<file path="src/design/wsfd_pkg.sv">
package wsfd_pkg;

   typedef enum logic [2:0] {
      PHASE_HDR0 = 3'd0,
      PHASE_HDR1 = 3'd1,
      PHASE_EXT  = 3'd2,
      PHASE_MASK = 3'd3,
      PHASE_DATA = 3'd4
   } phase_type;

   localparam logic [1:0] KIND_PAYLOAD = 2'd0;
   localparam logic [1:0] KIND_EMPTY   = 2'd1;
   localparam logic [1:0] KIND_ERROR   = 2'd2;

   localparam logic [1:0] ERR_NONE     = 2'd0;
   localparam logic [1:0] ERR_FRAGMENT = 2'd1;
   localparam logic [1:0] ERR_LENGTH   = 2'd2;

   localparam logic [6:0]  LEN_CODE_16       = 7'd126;
   localparam logic [6:0]  LEN_CODE_64       = 7'd127;
   localparam logic [2:0]  EXT_COUNT_16      = 3'd1;
   localparam logic [2:0]  EXT_COUNT_64      = 3'd7;
   localparam logic [2:0]  MASK_COUNT        = 3'd3;
   localparam logic [15:0] MAX_PAYLOAD_RESET = 16'd4096;
   localparam logic [15:0] LENGTH_SATURATED  = 16'hFFFF;

   typedef struct packed {
      logic [7:0] rx_byte;
   } req_type;

   typedef struct packed {
      logic [15:0] max_payload_bytes;
   } csr_type;

   typedef struct packed {
      logic [1:0]  result_kind;
      logic [7:0]  payload_byte;
      logic [3:0]  frame_opcode;
      logic [15:0] frame_length;
      logic        is_last;
      logic [1:0]  error_code;
   } rsp_type;

endpackage

</file>
<file path="src/design/wsfd_stream_if.sv">
interface wsfd_stream_if #(
   parameter type payload_type = logic
);
   logic        valid;
   logic        ready;
   payload_type payload;

   modport source (output valid, output payload, input ready);
   modport sink (input valid, input payload, output ready);
endinterface

</file>
<file path="src/design/websocket_frame_deframer_core.sv">
// A result appears on rsp_chan in the cycle after its request is accepted.
// Throughput: one request per cycle unless stalled; header bytes, mask bytes and
// payload bytes all pass through one parser step with a single output register.
// req_chan stalls only while a held result is not taken.
// Reset (synchronous): parser expects header byte 0, limit returns to 4096.
module websocket_frame_deframer_core (
   input logic          clock,
   input logic          reset,
   wsfd_stream_if.sink   req_chan,
   wsfd_stream_if.source rsp_chan,
   wsfd_stream_if.sink   csr_chan
);

   logic [15:0]       max_ff;
   logic              rsp_valid_ff, rsp_valid_in;
   wsfd_pkg::rsp_type rsp_data_ff;
   wsfd_pkg::rsp_type res;
   wsfd_pkg::req_type req_data;
   wsfd_pkg::csr_type csr_data;
   logic              res_valid;
   logic              out_free;
   logic              step;

   assign req_data         = req_chan.payload;
   assign csr_data         = csr_chan.payload;
   assign out_free         = !rsp_valid_ff || rsp_chan.ready;
   assign req_chan.ready   = out_free;
   assign csr_chan.ready   = 1'b1;
   assign step             = req_chan.valid && out_free;
   assign rsp_chan.valid   = rsp_valid_ff;
   assign rsp_chan.payload = rsp_data_ff;

   wsfd_parser u_parser (
      .clock       (clock),
      .reset       (reset),
      .step        (step),
      .rx_byte     (req_data.rx_byte),
      .max_payload (max_ff),
      .res_valid   (res_valid),
      .res         (res)
   );

   always_comb begin
      rsp_valid_in = rsp_valid_ff;
      if (out_free) begin
         rsp_valid_in = step && res_valid;
      end
   end

   always_ff @(posedge clock) begin
      if (reset) begin
         rsp_valid_ff <= 1'b0;
         max_ff       <= wsfd_pkg::MAX_PAYLOAD_RESET;
      end else begin
         rsp_valid_ff <= rsp_valid_in;
         if (csr_chan.valid) begin
            max_ff <= csr_data.max_payload_bytes;
         end
      end
   end

   always_ff @(posedge clock) begin
      if (step && res_valid) begin
         rsp_data_ff <= res;
      end
   end

endmodule

</file>
<file path="src/design/wsfd_parser.sv">
module wsfd_parser (
   input  logic             clock,
   input  logic             reset,
   input  logic             step,
   input  logic [7:0]       rx_byte,
   input  logic [15:0]      max_payload,
   output logic             res_valid,
   output wsfd_pkg::rsp_type res
);

   wsfd_pkg::phase_type phase_ff, phase_in;
   logic [3:0]  opcode_ff, opcode_in;
   logic [15:0] len_ff, len_in;
   logic        ovf_ff, ovf_in;
   logic [2:0]  count_ff, count_in;
   logic [31:0] key_ff, key_in;
   logic [15:0] index_ff, index_in;

   logic        do_check;
   logic [15:0] chk_len;
   logic        chk_ovf;
   logic [6:0]  code;
   logic [7:0]  key_byte;
   logic        last;

   always_comb begin
      phase_in  = phase_ff;
      opcode_in = opcode_ff;
      len_in    = len_ff;
      ovf_in    = ovf_ff;
      count_in  = count_ff;
      key_in    = key_ff;
      index_in  = index_ff;
      res_valid = 1'b0;
      res       = '0;
      res.frame_opcode = opcode_ff;
      do_check  = 1'b0;
      chk_len   = '0;
      chk_ovf   = 1'b0;
      code      = rx_byte[6:0];
      key_byte  = '0;
      last      = 1'b0;

      case (phase_ff)
         wsfd_pkg::PHASE_HDR1: begin
            if (!len_ff[0] || !rx_byte[7]) begin
               res_valid        = 1'b1;
               res.result_kind  = wsfd_pkg::KIND_ERROR;
               res.frame_length = {9'd0, code};
               res.is_last      = 1'b1;
               res.error_code   = wsfd_pkg::ERR_FRAGMENT;
               phase_in         = wsfd_pkg::PHASE_HDR0;
            end else if (code == wsfd_pkg::LEN_CODE_16 || code == wsfd_pkg::LEN_CODE_64) begin
               len_in   = '0;
               ovf_in   = 1'b0;
               count_in = (code == wsfd_pkg::LEN_CODE_16) ?
                          wsfd_pkg::EXT_COUNT_16 : wsfd_pkg::EXT_COUNT_64;
               phase_in = wsfd_pkg::PHASE_EXT;
            end else begin
               do_check = 1'b1;
               chk_len  = {9'd0, code};
               chk_ovf  = 1'b0;
            end
         end
         wsfd_pkg::PHASE_EXT: begin
            chk_len = {len_ff[7:0], rx_byte};
            chk_ovf = ovf_ff | (len_ff[15:8] != 8'd0);
            if (count_ff == 3'd0) begin
               do_check = 1'b1;
            end else begin
               len_in   = chk_len;
               ovf_in   = chk_ovf;
               count_in = count_ff - 3'd1;
            end
         end
         wsfd_pkg::PHASE_MASK: begin
            key_in = {key_ff[23:0], rx_byte};
            if (count_ff != 3'd0) begin
               count_in = count_ff - 3'd1;
            end else begin
               index_in = '0;
               if (len_ff == 16'd0 && !ovf_ff) begin
                  res_valid       = 1'b1;
                  res.result_kind = wsfd_pkg::KIND_EMPTY;
                  res.is_last     = 1'b1;
                  phase_in        = wsfd_pkg::PHASE_HDR0;
               end else begin
                  phase_in = wsfd_pkg::PHASE_DATA;
               end
            end
         end
         wsfd_pkg::PHASE_DATA: begin
            case (index_ff[1:0])
               2'd0:    key_byte = key_ff[31:24];
               2'd1:    key_byte = key_ff[23:16];
               2'd2:    key_byte = key_ff[15:8];
               default: key_byte = key_ff[7:0];
            endcase
            last             = ({1'b0, index_ff} + 17'd1) >= {1'b0, len_ff};
            res_valid        = 1'b1;
            res.result_kind  = wsfd_pkg::KIND_PAYLOAD;
            res.payload_byte = rx_byte ^ key_byte;
            res.frame_length = ovf_ff ? wsfd_pkg::LENGTH_SATURATED : len_ff;
            res.is_last      = last;
            index_in         = index_ff + 16'd1;
            if (last) begin
               phase_in = wsfd_pkg::PHASE_HDR0;
            end
         end
         default: begin
            opcode_in = rx_byte[3:0];
            len_in    = {15'd0, rx_byte[7]};
            ovf_in    = 1'b0;
            phase_in  = wsfd_pkg::PHASE_HDR1;
         end
      endcase

      if (do_check) begin
         len_in = chk_len;
         ovf_in = chk_ovf;
         if (chk_ovf || chk_len > max_payload) begin
            res_valid        = 1'b1;
            res.result_kind  = wsfd_pkg::KIND_ERROR;
            res.frame_length = chk_ovf ? wsfd_pkg::LENGTH_SATURATED : chk_len;
            res.is_last      = 1'b1;
            res.error_code   = wsfd_pkg::ERR_LENGTH;
            phase_in         = wsfd_pkg::PHASE_HDR0;
         end else begin
            phase_in = wsfd_pkg::PHASE_MASK;
            count_in = wsfd_pkg::MASK_COUNT;
            key_in   = '0;
         end
      end
   end

   always_ff @(posedge clock) begin
      if (reset) begin
         phase_ff  <= wsfd_pkg::PHASE_HDR0;
         opcode_ff <= '0;
         len_ff    <= '0;
         ovf_ff    <= 1'b0;
         count_ff  <= '0;
         key_ff    <= '0;
         index_ff  <= '0;
      end else if (step) begin
         phase_ff  <= phase_in;
         opcode_ff <= opcode_in;
         len_ff    <= len_in;
         ovf_ff    <= ovf_in;
         count_ff  <= count_in;
         key_ff    <= key_in;
         index_ff  <= index_in;
      end
   end

endmodule

</file>
<file path="src/flat_wrapper.sv">
// flat-port wrapper written by rule: the top's interface ports become plain ports
module websocket_frame_deframer_core_flat 
  (clock, reset, req_chan_valid, req_chan_payload, req_chan_ready, rsp_chan_valid, rsp_chan_payload, rsp_chan_ready, csr_chan_valid, csr_chan_payload, csr_chan_ready);
  wsfd_stream_if #(.payload_type(wsfd_pkg::req_type)) req_chan_i ();
  wsfd_stream_if #(.payload_type(wsfd_pkg::rsp_type)) rsp_chan_i ();
  wsfd_stream_if #(.payload_type(wsfd_pkg::csr_type)) csr_chan_i ();
  input logic clock;
  input logic reset;
  input wire logic [$bits(req_chan_i.valid)-1:0] req_chan_valid;
  input wire logic [$bits(req_chan_i.payload)-1:0] req_chan_payload;
  output wire logic [$bits(req_chan_i.ready)-1:0] req_chan_ready;
  output wire logic [$bits(rsp_chan_i.valid)-1:0] rsp_chan_valid;
  output wire logic [$bits(rsp_chan_i.payload)-1:0] rsp_chan_payload;
  input wire logic [$bits(rsp_chan_i.ready)-1:0] rsp_chan_ready;
  input wire logic [$bits(csr_chan_i.valid)-1:0] csr_chan_valid;
  input wire logic [$bits(csr_chan_i.payload)-1:0] csr_chan_payload;
  output wire logic [$bits(csr_chan_i.ready)-1:0] csr_chan_ready;
  assign req_chan_i.valid = req_chan_valid;
  assign req_chan_i.payload = req_chan_payload;
  assign req_chan_ready = req_chan_i.ready;
  assign rsp_chan_valid = rsp_chan_i.valid;
  assign rsp_chan_payload = rsp_chan_i.payload;
  assign rsp_chan_i.ready = rsp_chan_ready;
  assign csr_chan_i.valid = csr_chan_valid;
  assign csr_chan_i.payload = csr_chan_payload;
  assign csr_chan_ready = csr_chan_i.ready;
  websocket_frame_deframer_core u_core (.clock(clock), .reset(reset), .req_chan(req_chan_i), .rsp_chan(rsp_chan_i), .csr_chan(csr_chan_i));
endmodule
</file>
<file path="config.mk">
export PLATFORM = sky130hd
export DESIGN_NAME = websocket_frame_deframer_core_flat
export DESIGN_NICKNAME = d
export VERILOG_FILES = /design/src/design/wsfd_pkg.sv /design/src/design/wsfd_stream_if.sv /design/src/design/websocket_frame_deframer_core.sv /design/src/design/wsfd_parser.sv /design/src/flat_wrapper.sv
export SDC_FILE = /design/constraint.sdc
export NUM_CORES = 1
export LEC_CHECK = 0
export BUFFER_PORTS_ARGS = -buffer_cell sky130_fd_sc_hd__buf_2
export CAP_MARGIN = 20
export CORE_UTILIZATION = 50
export CTS_CLUSTER_SIZE = 24
export DETAILED_ROUTE_END_ITERATION = 6
export PLACE_DENSITY = 0.79
export SYNTH_ARGS = -nofsm -noshare
export SYNTH_HDL_FRONTEND = slang
export SYNTH_SLANG_ARGS = --single-unit
</file>
<file path="constraint.sdc">
create_clock -name clock -period 4.8 [get_ports clock]
set_clock_uncertainty 0.1 [all_clocks]
set_input_delay 0.48 -clock clock [delete_from_list [all_inputs] [get_ports clock]]
set_output_delay 0.48 -clock clock [all_outputs]
set_load 0.1 [all_outputs]
</file>
==> reports/results.txt <==
Count of antenna-violating nets left after detailed routing -> 0
Post-layout net count -> 890
Die width -> 117.4 µm
Synthesized netlist net count -> 841
Sequential cell area fraction in the yosys report -> 42.52%
Critical path data required time -> 4.78 ns
Mean Syn Cell Area -> 8.618 µm²
Chip Height -> 117.4 µm
Endpoints failing setup -> 0
Row cnt -> 41
Number of max-cap violations -> 0
Worst reg-to-reg setup slack -> 0.69 ns
Post-synthesis cell type count -> 61
Layout cells sized above 1 -> 17.72%
Count of TritonRoute iterations in the first routing pass -> 7
Power per cell area -> 376.3 nW/µm²
Max VDD drop -> 0.0002859 V
Post-synthesis cell area -> 6661 µm²
Layout overhead on the synthesized area -> 16.02%
Type of the tightest min-delay check -> input port to register
Cells after Synth -> 773
Core area -> 12820 µm²
Flip-flop cell with the highest count after synthesis -> sky130_fd_sc_hd__dfxtp_1
Number of standard cells in the final layout excluding fillers -> 1007
Clock tree root driver cell -> sky130_fd_sc_hd__clkbuf_16
Detail-routed via count per cell -> 5.624
Vias in the first global route -> 5403
CTS Buf Count -> 17
Number of warning messages in the yosys log -> 0
Latest clock arrival within the worst-skew pair -> 0.43 ns
CTS clk-pin slew, worst paths -> 0.06 ns
Setup repair after global routing missed its margin -> false
Total I/O pin count -> 65
Antenna cells -> 0
Final HPWL DP -> 10.58 mm
Drc violations -> 21
TritonCTS clock tree -> yes
Number of vias in the routed layout -> 5663
Count of flip-flops with a built-in enable after synthesis -> 33
Final global-route overflow total -> 0
Outcome -> complete, but fails checks
Pin slew with the least headroom to its limit -> 0.8865 ns
Largest net degree at the start of global routing -> 59
Gpl congestion -> 0.8966
Leakage power of the design -> 3.023 nW
CTS-repair resized insts -> 0
Final sum of negative setup slack -> 0 ns
Worst setup EP type -> register
Critical setup path kind -> register to register
H-tree lvl count -> 4
Input/output buffers -> 63
Max-slew violation total from the final report -> 0
Number of antenna violations at the first check in global routing -> 0
Number of buffers on the longest clock path -> 2
Largest driver fanout on the critical path -> 33
Number of failing hold endpoints at the final stage -> 0
WL/cell -> 15.62 µm
Total non-filler cell area in the finished layout -> 7729 µm²
Post-DP Area -> 7082 µm²
Worst slew margin relative to its limit -> 39.37%
Failing checks -> design-rule violations
Post-CTS Hold Fix Bufs -> 0
Synthesized flop and latch total -> 125
Initial Util -> 51.94%
Clock period minus final worst setup slack -> 4.109 ns
Arrival time worst endpoint -> 4.09 ns
Type of element launching the critical path -> register
Async set or reset register ratio after synthesis -> 0%
Total routed wirelength -> 15.73 mm
Wire length of the first global-routing pass -> 26.52 mm
Highest clock rate -> 243.4 MHz
Sinks on the clock net -> 125
Cell count after placement -> 975
Post-route fraction of the period consumed by the critical path -> 85.61%
# Post-CTS Setup Buffers -> 0
DIE AREA -> 13790 µm²
Global-route total usage across every layer -> 24.32%
Drt first-iter violations -> 574
==> sequential cells by signal, summed over array words and instances, names as in the netlist <==
| register | count |
|---|---|
| u_core.u_parser.opcode_ff | 4 |
| u_core.u_parser.len_ff | 16 |
| u_core.max_ff | 16 |
| u_core.u_parser.count_ff | 3 |
| u_core.u_parser.index_ff | 16 |
| u_core.rsp_chan.payload | 33 |
| u_core.u_parser.phase_ff | 3 |
| u_core.u_parser.ovf_ff | 1 |
| u_core.u_parser.key_ff | 32 |
| u_core.rsp_chan.valid | 1 |
==> final timing paths <==
path / from / end / cells past startpoint
setup / recovery: u_core.u_parser.phase_ff[1]$_SDFFE_PP0P_ / u_core.rsp_chan.payload[16]$_DFFE_PP_ / 12
hold / removal: csr_chan_payload[0] / u_core.max_ff[0]$_SDFFE_PP0P_ / 3
setup reg to reg: u_core.u_parser.phase_ff[1]$_SDFFE_PP0P_ / u_core.rsp_chan.payload[16]$_DFFE_PP_ / 12
hold reg to reg: u_core.u_parser.opcode_ff[3]$_SDFFE_PP0P_ / u_core.rsp_chan.payload[22]$_DFFE_PP_ / 0
==> critical path, cell delays in order (launching register included) <==
cell and delay [ns]:
sky130_fd_sc_hd__dfxtp_1 0.52, sky130_fd_sc_hd__nor2b_1 0.29, sky130_fd_sc_hd__nand2b_1 0.22, sky130_fd_sc_hd__nor2_1 0.27, sky130_fd_sc_hd__ha_1 0.25, sky130_fd_sc_hd__nand4_1 0.15
sky130_fd_sc_hd__or2_1 0.32, sky130_fd_sc_hd__a2111o_1 0.44, sky130_fd_sc_hd__a31oi_4 0.30, sky130_fd_sc_hd__a211oi_2 0.11, sky130_fd_sc_hd__buf_4 0.21, sky130_fd_sc_hd__a31oi_4 0.13
sky130_fd_sc_hd__buf_4 0.41
==> power breakdown <==
group | switching, W | leakage (nW) | internal [W]
Clock | 0.000473 | 0.314 | 0.000891
Sequential | 0.0000245 | 1.06 | 0.00113
Combinational | 0.000301 | 1.65 | 0.0000941
Total | 0.000798 | 3.02 | 0.00211
==> stage by stage <==
| step | hold WS, ns | util [%] | worst slack, ns | power [W] |
|---|---|---|---|---|
| after detailed placement | 0.3194 | 55.22 | 0.7522 | 0.001562 |
| final | 0.1875 | 60.26 | 0.6907 | 0.002908 |
| after CTS | 0.1732 | 60.26 | 0.7287 | 0.002925 |
| after global placement | 0.3192 | 55.16 | 0.8522 | 0.001558 |
| after floorplan | 0.3086 | - | 0.6623 | 0.001485 |
| after global routing | 0.1885 | 60.26 | 0.3911 | 0.003004 |
==> metal layers <==
| layer | vias up | global-route usage [%] | wire [µm] |
|---|---|---|---|
| met4 | 0 | 9.984 | 348 |
| met5 | - | 0 | 0 |
| li1 | 2775 | - | - |
| met3 | 28 | 6.566 | 1084 |
| met1 | 2634 | 31.61 | 6987 |
| met2 | 226 | 38.05 | 7314 |
==> layout by cell type (no fill, tap or decap), drive strengths merged, types with 6 or more instances in the layout <==
cell type,netlist,routed
inv,49,51
a21o,10,10
edfxtp,33,33
o21ai,45,45
xnor2,18,18
and2,6,6
a222oi,8,8
nor2,90,90
and3,7,7
xor2,6,6
buf,8,71
nand3,16,16
o211ai,10,10
nand2,134,134
ha,39,39
nor3,8,8
clkbuf,33,27
a21oi,82,82
nor2b,6,6
dfxtp,92,92
mux2i,15,15
==> logic make-up (layout without fill, tap and decap cells) <==
kind of cell | count (synthesis) | after routing | synth area share [%]
muxes | 15 | 15 | 2.254
adders and majority gates | 39 | 39 | 7.325
other | 1 | 1 | 0.05629
AOI/OAI and AO/OA | 184 | 184 | 19.59
xor gates and xnor gates | 24 | 24 | 3.155
DFF | 125 | 125 | 42.52
buffers and inverters | 90 | 152 | 5.616
and+or+nand+nor | 295 | 295 | 19.48
==> cells in the mapped netlist (5+ instances only) <==
cell | number | area (µm²)
sky130_fd_sc_hd__nand2_1 | 134 | 503.0
sky130_fd_sc_hd__inv_1 | 49 | 183.9
sky130_fd_sc_hd__dfxtp_1 | 92 | 1842
sky130_fd_sc_hd__a21oi_2 | 31 | 271.5
sky130_fd_sc_hd__a21o_1 | 10 | 75.07
sky130_fd_sc_hd__or3_1 | 5 | 31.28
sky130_fd_sc_hd__clkbuf_1 | 33 | 123.9
sky130_fd_sc_hd__xor2_1 | 6 | 52.55
sky130_fd_sc_hd__mux2i_1 | 15 | 150.1
sky130_fd_sc_hd__nor2b_1 | 6 | 37.54
sky130_fd_sc_hd__nor2_1 | 90 | 337.8
sky130_fd_sc_hd__xnor2_1 | 18 | 157.7
sky130_fd_sc_hd__and3_1 | 7 | 43.79
sky130_fd_sc_hd__nand4_1 | 5 | 31.28
sky130_fd_sc_hd__nand3_1 | 16 | 80.08
sky130_fd_sc_hd__o211ai_2 | 7 | 87.58
sky130_fd_sc_hd__and2_1 | 5 | 31.28
sky130_fd_sc_hd__edfxtp_1 | 33 | 991.0
sky130_fd_sc_hd__nor3_1 | 8 | 40.04
sky130_fd_sc_hd__a21oi_1 | 51 | 255.2
sky130_fd_sc_hd__o21ai_0 | 44 | 220.2
sky130_fd_sc_hd__a222oi_1 | 8 | 80.08
sky130_fd_sc_hd__ha_1 | 39 | 488.0
==> layout make-up <==
cell class	count	area [µm²]
Clock buffer	27	586.8
Clock inverter	5	60.06
Fill cell	1052	5096
Inverter	49	183.9
Multi-Input combinational cell	558	3475
Sequential cell	125	2833
Tap cell	172	215.2
Timing Repair Buffer	71	375.4
Note: power is estimated with default switching activity, not from simulation.
